**config.mk**
```make
export PLATFORM = sky130hd
export DESIGN_NAME = bus_master_transaction_sequencer_unit
export DESIGN_NICKNAME = d
export VERILOG_FILES = /design/src/bmts_pkg.sv /design/src/bmts_cfg_regs.sv /design/src/bmts_core.sv /design/src/bus_master_transaction_sequencer_unit.sv
export SDC_FILE = /design/constraint.sdc
export NUM_CORES = 1
export LEC_CHECK = 0
export ABC_CLOCK_PERIOD_IN_PS = 17900
export BUFFER_PORTS_ARGS = -buffer_cell sky130_fd_sc_hd__buf_4
export CAP_MARGIN = 20
export CORE_MARGIN = 2
export CORE_UTILIZATION = 30
export DETAILED_ROUTE_END_ITERATION = 16
export SYNTH_ARGS = -nofsm -noshare
export SYNTH_HDL_FRONTEND = slang
export SYNTH_HIERARCHICAL = 1
export SYNTH_SLANG_ARGS = --single-unit
```
**constraint.sdc**
```tcl
create_clock -name clk -period 17.9 [get_ports clk]
set_input_delay 2.685 -clock clk [delete_from_list [all_inputs] [get_ports clk]]
set_output_delay 2.685 -clock clk [all_outputs]
set_load 0.01 [all_outputs]
```
**src/bmts_pkg.sv**
```systemverilog
// ----------------------------------------------------------------------------
// bmts_pkg
// Types and constants shared by the bus master transaction sequencer modules.
// ----------------------------------------------------------------------------
`default_nettype none

package bmts_pkg;

  // register indexes on the configuration port
  localparam int unsigned CfgIndexWidth = 8;
  localparam int unsigned CfgDataWidth  = 20;

  localparam logic [CfgIndexWidth-1:0] REG_MIN_SPACING_US     = 8'd0;
  localparam logic [CfgIndexWidth-1:0] REG_POLL_INTERVAL_US   = 8'd1;
  localparam logic [CfgIndexWidth-1:0] REG_RECEIVE_TIMEOUT_MS = 8'd2;
  localparam logic [CfgIndexWidth-1:0] REG_RETRY_LIMIT        = 8'd3;

  // register reset values
  localparam logic [19:0] MIN_SPACING_RESET     = 20'd1000;
  localparam logic [19:0] POLL_INTERVAL_RESET   = 20'd500;
  localparam logic [15:0] RECEIVE_TIMEOUT_RESET = 16'd100;
  localparam logic [7:0]  RETRY_LIMIT_RESET     = 8'd3;

  // stream payload widths
  localparam int unsigned InDataWidth  = 72;
  localparam int unsigned OutDataWidth = 8;

  typedef enum logic [2:0] {
    PH_IDLE       = 3'd0,
    PH_SEND       = 3'd1,
    PH_WAIT_POLL  = 3'd2,
    PH_WAIT_READY = 3'd3,
    PH_RECEIVE    = 3'd4
  } phase_t;

  typedef enum logic [2:0] {
    ST_IDLE       = 3'd0,
    ST_WAIT       = 3'd1,
    ST_WRITE_ERR  = 3'd2,
    ST_RX_TIMEOUT = 3'd3,
    ST_RX_FULL    = 3'd4,
    ST_CHECKSUM   = 3'd5,
    ST_OK         = 3'd6
  } status_t;

  typedef struct packed {
    logic [7:0]  retry_limit;
    logic [15:0] receive_timeout_ms;
    logic [19:0] poll_interval_us;
    logic [19:0] min_spacing_us;
  } cfg_t;

  typedef struct packed {
    logic        checksum_ok;
    logic        rx_full;
    logic        read_ok;
    logic        poll_ready;
    logic        write_ok;
    logic        tx_pending;
    logic [31:0] now_ms;
    logic [31:0] now_us;
  } item_t;

  typedef struct packed {
    logic    rx_push;
    logic    tx_pop;
    logic    did_read;
    logic    did_poll;
    logic    did_write;
    status_t status;
  } result_t;

endpackage

`default_nettype wire

```
**src/bmts_cfg_regs.sv**
```systemverilog
// ----------------------------------------------------------------------------
// bmts_cfg_regs
// Configuration register file: spacing, poll interval, timeout, retry limit.
// ----------------------------------------------------------------------------
`default_nettype none

module bmts_cfg_regs
  import bmts_pkg::*;
(
  input  wire logic                     clk,
  input  wire logic                     rst,
  input  wire logic                     wr_en,
  input  wire logic [CfgIndexWidth-1:0] wr_index,
  input  wire logic [CfgDataWidth-1:0]  wr_data,
  output cfg_t                          cfg
);

  cfg_t regs;

  // register writes, unknown indexes are dropped
  always_ff @(posedge clk) begin
    if (rst) begin
      regs.min_spacing_us     <= MIN_SPACING_RESET;
      regs.poll_interval_us   <= POLL_INTERVAL_RESET;
      regs.receive_timeout_ms <= RECEIVE_TIMEOUT_RESET;
      regs.retry_limit        <= RETRY_LIMIT_RESET;
    end else if (wr_en) begin
      if (wr_index == REG_MIN_SPACING_US) begin
        regs.min_spacing_us <= wr_data;
      end
      if (wr_index == REG_POLL_INTERVAL_US) begin
        regs.poll_interval_us <= wr_data;
      end
      if (wr_index == REG_RECEIVE_TIMEOUT_MS) begin
        regs.receive_timeout_ms <= wr_data[15:0];
      end
      if (wr_index == REG_RETRY_LIMIT) begin
        regs.retry_limit <= wr_data[7:0];
      end
    end
  end

  assign cfg = regs;

endmodule

`default_nettype wire

```
**src/bmts_core.sv**
```systemverilog
// ----------------------------------------------------------------------------
// bmts_core
// Sequencer state and the single-pass phase walk for one request.
// ----------------------------------------------------------------------------
`default_nettype none

module bmts_core
  import bmts_pkg::*;
(
  input  wire logic clk,
  input  wire logic rst,
  input  wire logic step,
  input  cfg_t      cfg,
  input  item_t     item,
  output result_t   res
);

  phase_t      phase, phase_next;
  logic [31:0] last_task_us, last_task_us_next;
  logic [31:0] last_task_ms, last_task_ms_next;
  logic [31:0] last_poll_us, last_poll_us_next;
  logic [7:0]  retry_count, retry_count_next;
  logic        done;
  result_t     res_w;

  // walk the phases in order, stop at the first wait or final outcome
  always_comb begin
    phase_next        = phase;
    last_task_us_next = last_task_us;
    last_task_ms_next = last_task_ms;
    last_poll_us_next = last_poll_us;
    retry_count_next  = retry_count;
    done              = 1'b0;
    res_w             = '0;
    res_w.status      = ST_IDLE;

    // codes outside the enum restart from idle
    unique case (phase)
      PH_IDLE, PH_SEND, PH_WAIT_POLL, PH_WAIT_READY, PH_RECEIVE: phase_next = phase;
      default: phase_next = PH_IDLE;
    endcase

    // idle: pick up a queued message
    if (phase_next == PH_IDLE) begin
      if (!item.tx_pending) begin
        done = 1'b1;
      end else begin
        retry_count_next = '0;
        phase_next       = PH_SEND;
      end
    end

    // send: spacing check, then one write attempt
    if (!done && phase_next == PH_SEND) begin
      if ((item.now_us - last_task_us_next) < {12'd0, cfg.min_spacing_us}) begin
        res_w.status = ST_WAIT;
        done         = 1'b1;
      end else begin
        last_task_ms_next = item.now_ms;
        last_task_us_next = item.now_us;
        res_w.did_write   = 1'b1;
        if (!item.write_ok) begin
          retry_count_next = retry_count_next + 8'd1;
          res_w.status     = ST_WRITE_ERR;
          done             = 1'b1;
          if (retry_count_next >= cfg.retry_limit) begin
            phase_next   = PH_IDLE;
            res_w.tx_pop = 1'b1;
          end
        end else begin
          res_w.tx_pop = 1'b1;
          phase_next   = PH_WAIT_POLL;
        end
      end
    end

    // wait before the first poll
    if (!done && phase_next == PH_WAIT_POLL) begin
      if ((item.now_us - last_task_us_next) < {12'd0, cfg.min_spacing_us}) begin
        res_w.status = ST_WAIT;
        done         = 1'b1;
      end else begin
        last_poll_us_next = item.now_us;
        last_task_us_next = item.now_us;
        last_task_ms_next = item.now_ms;
        phase_next        = PH_WAIT_READY;
      end
    end

    // timeout check, then poll at the interval
    if (!done && phase_next == PH_WAIT_READY) begin
      if ((item.now_ms - last_task_ms_next) > {16'd0, cfg.receive_timeout_ms}) begin
        phase_next   = PH_IDLE;
        res_w.status = ST_RX_TIMEOUT;
        done         = 1'b1;
      end else if ((item.now_us - last_poll_us_next) < {12'd0, cfg.poll_interval_us}) begin
        res_w.status = ST_WAIT;
        done         = 1'b1;
      end else begin
        last_poll_us_next = item.now_us;
        res_w.did_poll    = 1'b1;
        if (item.poll_ready) begin
          phase_next = PH_RECEIVE;
        end
      end
    end

    // spacing check, then read the reply and judge it
    if (!done && phase_next == PH_RECEIVE) begin
      if ((item.now_us - last_task_us_next) < {12'd0, cfg.min_spacing_us}) begin
        res_w.status = ST_WAIT;
      end else begin
        last_task_ms_next = item.now_ms;
        last_task_us_next = item.now_us;
        res_w.did_read    = 1'b1;
        phase_next        = PH_IDLE;
        priority if (!item.read_ok) begin
          res_w.status = ST_RX_TIMEOUT;
        end else if (item.rx_full) begin
          res_w.status = ST_RX_FULL;
        end else if (!item.checksum_ok) begin
          res_w.status = ST_CHECKSUM;
        end else begin
          res_w.status  = ST_OK;
          res_w.rx_push = 1'b1;
        end
      end
    end
  end

  // state registers advance once per processed request
  always_ff @(posedge clk) begin
    if (rst) begin
      phase        <= PH_IDLE;
      last_task_us <= '0;
      last_task_ms <= '0;
      last_poll_us <= '0;
      retry_count  <= '0;
    end else if (step) begin
      phase        <= phase_next;
      last_task_us <= last_task_us_next;
      last_task_ms <= last_task_ms_next;
      last_poll_us <= last_poll_us_next;
      retry_count  <= retry_count_next;
    end
  end

  assign res = res_w;

endmodule

`default_nettype wire

```
**src/bus_master_transaction_sequencer_unit.sv**
```systemverilog
// ----------------------------------------------------------------------------
// bus_master_transaction_sequencer_unit
// Sequences message write, ready polling and reply read for a bus master.
// ----------------------------------------------------------------------------
// Usage:
//   Each request on the s_ channel is one service pass of the master: the
//   current microsecond and millisecond times, whether a message is queued,
//   and the outcomes of any write, poll or read made in that pass. Each
//   request yields exactly one result on the m_ channel: a status code and
//   flags for the write, poll and read issued and for queue pop and push.
//   The configuration channel (cfg_valid/cfg_ready, cfg_index, cfg_data)
//   sets spacing, poll interval, timeout and retry limit; it is always
//   ready and should be written only while no request is in flight.
//   A request is captured in the input register, processed by the core, and
//   its result lands in the result register that drives m_tdata. Throughput:
//   one request per cycle while m_tready is high; the whole phase walk is a
//   short chain of 32-bit subtract-compare checks between the two registers.
//   When the receiver stalls, the result register holds, the input register
//   takes one more request, and then s_tready drops until m_tready returns.
//   Reset (rst, synchronous) empties both registers, puts the sequencer in
//   idle with all timestamps and the retry count at zero, and loads the
//   register reset values.
// ----------------------------------------------------------------------------
`default_nettype none

module bus_master_transaction_sequencer_unit
  import bmts_pkg::*;
(
  input  wire logic                     clk,
  input  wire logic                     rst,
  // request channel
  input  wire logic                     s_tvalid,
  output logic                          s_tready,
  // now_us[31:0], now_ms[63:32], tx_pending[64], write_ok[65], poll_ready[66],
  // read_ok[67], rx_full[68], checksum_ok[69], zero[71:70]
  input  wire logic [InDataWidth-1:0]   s_tdata,
  // result channel
  output logic                          m_tvalid,
  input  wire logic                     m_tready,
  // status[2:0], did_write[3], did_poll[4], did_read[5], tx_pop[6], rx_push[7]
  output logic [OutDataWidth-1:0]       m_tdata,
  // configuration write channel
  input  wire logic                     cfg_valid,
  output logic                          cfg_ready,
  input  wire logic [CfgIndexWidth-1:0] cfg_index,
  input  wire logic [CfgDataWidth-1:0]  cfg_data
);

  cfg_t    cfg;
  item_t   in_q;
  logic    in_valid;
  result_t res;
  result_t out_q;
  logic    out_valid;
  logic    step;
  logic    s_accept;

  assign cfg_ready = 1'b1;

  bmts_cfg_regs u_cfg_regs (
    .clk      (clk),
    .rst      (rst),
    .wr_en    (cfg_valid),
    .wr_index (cfg_index),
    .wr_data  (cfg_data),
    .cfg      (cfg)
  );

  // process when a request is held and the result register is free
  assign step     = in_valid && (!out_valid || m_tready);
  assign s_tready = !in_valid || step;
  assign s_accept = s_tvalid && s_tready;

  // input register
  always_ff @(posedge clk) begin
    if (rst) begin
      in_valid <= 1'b0;
    end else if (s_accept) begin
      in_valid <= 1'b1;
    end else if (step) begin
      in_valid <= 1'b0;
    end
  end

  always_ff @(posedge clk) begin
    if (s_accept) begin
      in_q <= s_tdata[$bits(item_t)-1:0];
    end
  end

  bmts_core u_core (
    .clk  (clk),
    .rst  (rst),
    .step (step),
    .cfg  (cfg),
    .item (in_q),
    .res  (res)
  );

  // result register
  always_ff @(posedge clk) begin
    if (rst) begin
      out_valid <= 1'b0;
    end else if (step) begin
      out_valid <= 1'b1;
    end else if (m_tready) begin
      out_valid <= 1'b0;
    end
  end

  always_ff @(posedge clk) begin
    if (step) begin
      out_q <= res;
    end
  end

  assign m_tvalid = out_valid;
  assign m_tdata  = out_q;

  // a pushed reply was read and judged good
  a_push_ok: assert property (@(posedge clk) disable iff (rst)
    out_valid && out_q.rx_push |-> out_q.did_read && out_q.status == ST_OK)
    else $error("reply pushed without a good read");

  // a pop only follows a write attempt
  a_pop_write: assert property (@(posedge clk) disable iff (rst)
    out_valid && out_q.tx_pop |-> out_q.did_write)
    else $error("transmit pop without a write");

  // a processed request always lands in the result register
  a_step_result: assert property (@(posedge clk) disable iff (rst)
    step |=> out_valid)
    else $error("processed request lost");

  // a read always ends the transaction with a final status
  a_read_final: assert property (@(posedge clk) disable iff (rst)
    out_valid && out_q.did_read |-> out_q.status == ST_RX_TIMEOUT ||
      out_q.status == ST_RX_FULL || out_q.status == ST_CHECKSUM ||
      out_q.status == ST_OK)
    else $error("read without final status");

endmodule

`default_nettype wire
```
==> After elaboration in Yosys (flattened, before gate mapping) <==
Index checks and enable logic that the tools add are counted.
{ "word_totals": {"reg_bits": 251, "inputBits": 105, "output_inout_bits": 11, "word_cells": 149} }
{ "classes": {"add_sub_neg": 6, "order_cmp": 6, "eq_ne": 11, "muxes": 70, "bitwise_logic": 4, "reduce_logical": 27} }
{ "ops": {"columns": ["cell", "n"], "rows": [
  ["two-way mux 32 bit", 17],
  ["subtractor 32 bit", 5],
  ["less-than comparator 32 x 20 -> 1 bit", 4],
  ["two-way mux 3 bit", 26],
  ["two-way mux 8 bit", 5],
  ["greater-than comparator 32 x 16 -> 1 bit", 1],
  ["two-way mux 1 bit", 20],
  ["equality test 8 x 2 -> 1 bit (second input constant)", 2],
  ["equality test 3 x 2 -> 1 bit (second input constant)", 4],
  ["adder 8 x 1 -> 8 bit (second input constant)", 1],
  ["equality test 8 x 1 -> 1 bit (second input constant)", 1],
  ["greater-or-equal comparator 8 bit", 1],
  ["logical NOT 8 bit", 1],
  ["AND reduction 2 bit", 4],
  ["equality test 3 x 1 -> 1 bit (second input constant)", 2],
  ["equality test 3 bit (second input constant)", 2],
  ["logical AND 1 bit", 6],
  ["logical NOT 1 bit", 6],
  ["logical NOT 3 bit", 2],
  ["OR reduction 5 bit", 1],
  ["two-way mux 2 bit", 2],
  ["NOT 1 bit", 4],
  ["nonzero test 2 bit", 2],
  ["OR reduction 2 bit", 2],
  ["2 further kinds", 3]
]} }

==> Depth between registers and ports, before layout <==
{ "logic_depth": {"depth_word": 23, "mapped_depth": 89, "mapped_depth_nobuf": 82} }

==> Cells and area by module <==
Netlist, hierarchy kept.
{ "modules_own_cells": {"columns": ["mod", "n_inst", "cells_per_inst", "area_each_um2", "seq_area_each_um2"], "rows": [
  ["bmts_core", 1, 2676, 19597.5, 2142.1],
  ["bmts_cfg_regs", 1, 249, 2585.0, 1281.2],
  ["bus_master_transaction_sequencer_unit", 1, 90, 2457.4, 2382.3]
]} }

==> Worst setup path after synthesis <==
No wires, ideal clock.
{ "synth_path": {"path_kind": "reg2reg", "startpoint": "register in_q[0] (netlist name)", "endpoint": "register out_q, in the netlist m_tdata[2] (data pin)", "setup_time_ns": 0.255, "arrival_ns": 16.124, "required_time_ns": 17.645, "slack_ns": 1.522, "stages_incl_launch_ff": 82, "path_buffers": 6, "period_less_slack_ns": 16.378, "path_cell_list": "edfxtp_1 inv_1 ha_1 inv_1 fa_1 a21oi_1 o21ai_2 a211oi_4 o21bai_1 a21oi_1 xnor2_1 ha_1 a21o_1 a21o_1 a21oi_1 nor3_1 a211oi_1 o2111ai_1 [... 46 more ...] nand4_1 nor2_1 a211o_1 o221a_2 o41ai_1 nand3_1 nor4_1 o2111ai_1 nor4_1 o211ai_1 mux2i_1 o21ai_0 or3_4 o21a_2 nand3_4 inv_2 buf_6 and2_1"} }
{ "synth_rtl": {"columns": ["element", "line_no", "text"], "rows": [
  ["start, declared", "bus_master_transaction_sequencer_unit.sv:50", "item_t in_q;"],
  ["start signal, assigned", "bus_master_transaction_sequencer_unit.sv:87", "in_q <= s_tdata[$bits(item_t)-1:0];"],
  ["end signal, assigned", "bus_master_transaction_sequencer_unit.sv:113", "out_q <= res;"],
  ["end, declared", "bus_master_transaction_sequencer_unit.sv:53", "result_t out_q;"]
]} }

==> Worst setup path after layout <==
{ "layout_path": {"startpoint": "register in_q[0] (netlist name)", "endpoint": "register u_core.last_task_ms[30]"} }
{ "layout_between": {"elab_chain_len": 16, "elab_cells_between_ends": 46, "classes_between": "5 x add/sub; 5 x order compare; 3 x eq/ne; 27 x mux; 6 x reduce/logical"} }
{ "layout_rtl": {"columns": ["element", "line_no", "text"], "rows": [
  ["subtractor 32 bit", "bmts_core.sv:55", "if ((item.now_us - last_task_us_next) < {12'd0, cfg.min_spacing_us}) begin"],
  ["less-than comparator 32 x 20 -> 1 bit", "bmts_core.sv:55", null],
  ["two-way mux 32 bit", "bmts_core.sv:55", null],
  ["two-way mux 32 bit", "bmts_core.sv:54", "if (!done && phase_next == PH_SEND) begin"],
  ["subtractor 32 bit", "bmts_core.sv:79", "if ((item.now_us - last_task_us_next) < {12'd0, cfg.min_spacing_us}) begin"],
  ["less-than comparator 32 x 20 -> 1 bit", "bmts_core.sv:79", null],
  ["two-way mux 32 bit", "bmts_core.sv:79", null],
  ["two-way mux 32 bit", "bmts_core.sv:78", "if (!done && phase_next == PH_WAIT_POLL) begin"],
  ["subtractor 32 bit", "bmts_core.sv:96", "end else if ((item.now_us - last_poll_us_next) < {12'd0, cfg.poll_interval_us}) begin"],
  ["less-than comparator 32 x 20 -> 1 bit", "bmts_core.sv:96", null],
  ["two-way mux 3 bit / two-way mux 1 bit (equally long branches)", "bmts_core.sv:96", null],
  ["two-way mux 3 bit / two-way mux 1 bit (equally long branches)", "bmts_core.sv:92", "if ((item.now_ms - last_task_ms_next) > {16'd0, cfg.receive_timeout_ms}) begin"],
  ["two-way mux 3 bit / two-way mux 1 bit (equally long branches)", "bmts_core.sv:91", "if (!done && phase_next == PH_WAIT_READY) begin"],
  ["equality test 3 bit / logical NOT 1 bit (equally long branches)", "bmts_core.sv:109", "if (!done && phase_next == PH_RECEIVE) begin"],
  ["logical AND 1 bit", "bmts_core.sv:109", null],
  ["two-way mux 32 bit *", "bmts_core.sv:109", null],
  ["end signal, assigned", "bmts_core.sv:142", "last_task_ms <= last_task_ms_next;"],
  ["end, declared", "bmts_core.sv:20", "logic [31:0] last_task_ms, last_task_ms_next;"]
]} }
Mark *: on every way between the ends. The rest lies on a longest branch, timed or not.
A chain may end at the register's enable or synchronous reset.

==> impl_results.md <==
- WS Path Type: reg2reg
- Filler instances: 8662
- I/O pin count: 116
- Crit-path leading delay family: compound AO/OA/AOI/OAI gates
- Synth Cell Area: 24640 sq um
- Critical-path top delay cell: or4_4
- CP max FO: 16
- Grt total ovfl: 0
- First-pass GRT wire length: 120200 um
- Final setup TNS: 0 ps
- Final WS setup: 670.5 ps
- Max incr delay on CP: 570 ps
- Critical Path AT: 17690 ps
- Maximum VDD drop: 0.00007558 V
- Root Driver: clkbuf_16
- Clock buffer depth: 3
- Drt pass-1 iters: 6
- Die width: a little under 300 um
- Starting Density: 0.3015
- Post-synthesis cell type count: 101
- Worst clock skew: between 15 and 20 ps
- Vias/cell: 5.386
- Lkg Pwr: roughly 11 nW
- Final WL: 78240 um
- H-tree Lvls: 1
- Mapped Nets: 3379
- DIE HEIGHT: 290.6 um
- Fin. Hold Viols: 0
- Layout cell share with drive strength beyond 1: 0.1258
- Status: finished, final reports clean
- DP Wirelength: 59940 um
- Via count: 22.67k
- Initial drt markers: 1570
- Cell area after placement: ~27000 sq um
- Final min period: 17230 ps
- Synth Area in Compound Gates: 0.2324
- Routed WL per cell: 18.58 um
- Share of synthesized cell area in full adder, half adder and majority cells: 0.1344
- Slew HR: 0.3255
- Clk sinks: 251
- Fin crit share: 0.9625
- Max Freq: between 50 and 60 MHz
- Antenna violations before repair: 1
- Synth Area in XOR/XNOR: 0.03981
- Seq cells post-synth: between 200 and 300
- DRC violations left: 0
- PwrDens: 80.86 nW/um^2
- Post-Syn Instances: between 3k and 4k
- Worst Path Buf+Inv: 12
- HP Class: reg2reg
- CP startpoint kind: register
- Layout Cells excl Fill: roughly 4.2k
- CTS tree: built
- Largest net degree at the start of global routing: 144
- Vias in the first global route: 21.40k
- Synth Area in Simple Gates: 0.2163
- Slew @ Worst Pin: around 1000 ps
- Ys Warns: 6
- Clock buffer count from CTS: 29
- Syn avg cell area: 8.172 sq um
- Site Rows: 105
- CTS clk-pin slew, worst paths: 60 ps
- Async S/R FF share, synth: 0
- Final-stage net count: 3482
- Max-Cap Viols: 0
- Prevailing post-synth register cell: dfxtp_1
- Inst Count DP: 4137
- Antenna cell count: 0
- WP data required: between 15000 and 20000 ps
- Area delta synth->final: 15.11%
- ANT nets after route: 0
- Seq/Total Area, Yosys: 0.2356
- Die area: 84440 sq um
- Final setup vio count: 0
- IO Port Bufs: about 110
- Most frequent CP cell: ha_1
- Clk Latency, worst-skew pair: 590 ps
- Setup crit end kind: register
- Core ar.: 81720 sq um
- Dpl ws: -249.2 ps
- Post-synth EDFFs: 78
- Total GRT Usage: 0.1762
- Final design instance area without fill: 28360 sq um
- Max-slew violations: 0
- Largest family of logic cells by synthesized area: compound AO/OA/AOI/OAI gates
- Post-synthesis mux area share: 0.08516
- Placer Congestion: about 0.94
-- cells in the mapped netlist (24+ instances only) --
cell	instances	area, sq um
o21ai_0	150	750.7
nand2_1	218	818.3
dfxtp_1	173	3463
nand3_1	86	430.4
clkbuf_1	109	409.1
and3_1	28	175.2
nor3_1	49	245.2
nor2_1	215	807.0
a21o_1	66	495.5
a21oi_1	248	1241
nor2b_1	25	156.4
inv_1	176	660.6
mux2i_1	204	2042
ha_1	255	3191
xnor2_1	68	595.6
nand4_1	56	350.3
o311ai_2	30	488.0
nand2b_1	203	1270
nor3b_1	36	270.3
a31oi_1	27	168.9
buf_2	24	120.1
o21a_1	42	315.3
xor2_1	44	385.4
edfxtp_1	78	2342
-- cells by family (layout without fill, tap and decap cells) --
| group | after synthesis | after routing |
|---|---|---|
| AO/OA/AOI/OAI | 826 | 826 |
| XOR/XNOR | 112 | 112 |
| adder cells (fa/ha/maj) | 263 | 263 |
| buffers and inverters | 334 | 459 |
| flip-flops | 251 | 251 |
| multiplexers | 209 | 209 |
| other | 1 | 1 |
| AND/OR/NAND/NOR | 1019 | 1019 |
-- where the power goes --
part	switching, mW	leakage [nW]	internal (mW)
Clock	0.269	0.479	0.359
Sequential	0.0221	2.17	0.616
Combinational	0.602	8.66	0.425
-- layout by cell type, fill, tap and decap left out, types with 15 or more instances in the layout --
cell	n
nor2b_1	25
a21o_1	66
dfxtp_1	173
o21bai_1	22
buf_4	214
nor3_1	46
a211oi_1	15
xor2_1	44
inv_1	176
nand2b_1	203
edfxtp_1	78
nor3b_1	36
nand2_1	217
a211o_1	16
xnor2_1	67
o21ai_0	138
o21a_1	42
o211ai_1	21
o311ai_0	18
o311ai_2	30
nand3_1	86
o311a_1	17
a21oi_1	245
nand4_1	56
nor2_1	213
a31oi_1	26
o21ai_1	19
ha_1	250
clkbuf_16	30
or3_1	18
mux2i_1	204
and3_1	28
-- path summary, 6_finish.rpt --
check	from	endpoint	slack (ps)	cells past startpoint
min	u_core/last_task_ms[5]	u_core/last_task_ms[5]	470	2
max	in_q[0]	u_core/last_task_ms[30]	670	86
min reg2reg	u_core/last_task_ms[5]	u_core/last_task_ms[5]	470	2
max reg2reg	in_q[0]	u_core/last_task_ms[30]	670	86
-- metrics by stage --
step                      hold slack (ps)    util  power, mW
after global placement              458.0  0.3298      1.625
after floorplan                     445.4       -      1.361
after detailed placement            459.8  0.3298      1.631
final                               471.5  0.3471      2.293
after CTS                           475.7  0.3434      2.279
after global routing                490.6  0.3471      2.438
-- tightest hold or removal path: cells and delay by family (launching register included) --
family,cells,cell delay (ps)
flops,1,310
mux,1,50
simple gates,1,60
-- state kept, by name, summed over array words and instances (netlist names) --
register / count
u_core/phase: 3
u_cfg_regs/cfg: 64
in_valid: 1
u_core/retry_count: 8
in_q: 70
u_core/last_task_us: 32
u_core/last_poll_us: 32
m_tdata: 8
m_tvalid: 1
u_core/last_task_ms: 32
-- repair_timing --
action | 4_1_cts | 5_1_grt
gates cloned | 1 | 1
hold buffers | 0 | 0
setup buffers | 6 | 11
pin swaps | 4 | 27
gates resized for setup | 7 | 46
setup endpoints to repair | 71 | 104
-- final cells by class --
class,instances,area [sq um],area share
multi-input combinational,2430,17680,0.6235
sequential,251,5806,0.2047
timing repair buffer,228,1879,0.06626
tap,1070,1339,0.04720
clock buffer,31,733.2,0.02585
inverter,178,668.1,0.02356
clock inverter,22,254.0,0.008955
-- metal layers --
metal / track usage / vias to the layer above / wire, um
met3: 0.01545 / 137 / 3593
met4: 0.06420 / 0 / 3071
li1: - / 11240 / -
met5: 0 / - / 0
met1: 0.2311 / 10660 / 35200
met2: 0.3009 / 637 / 36380
Power figures use the tool's default switching activity.
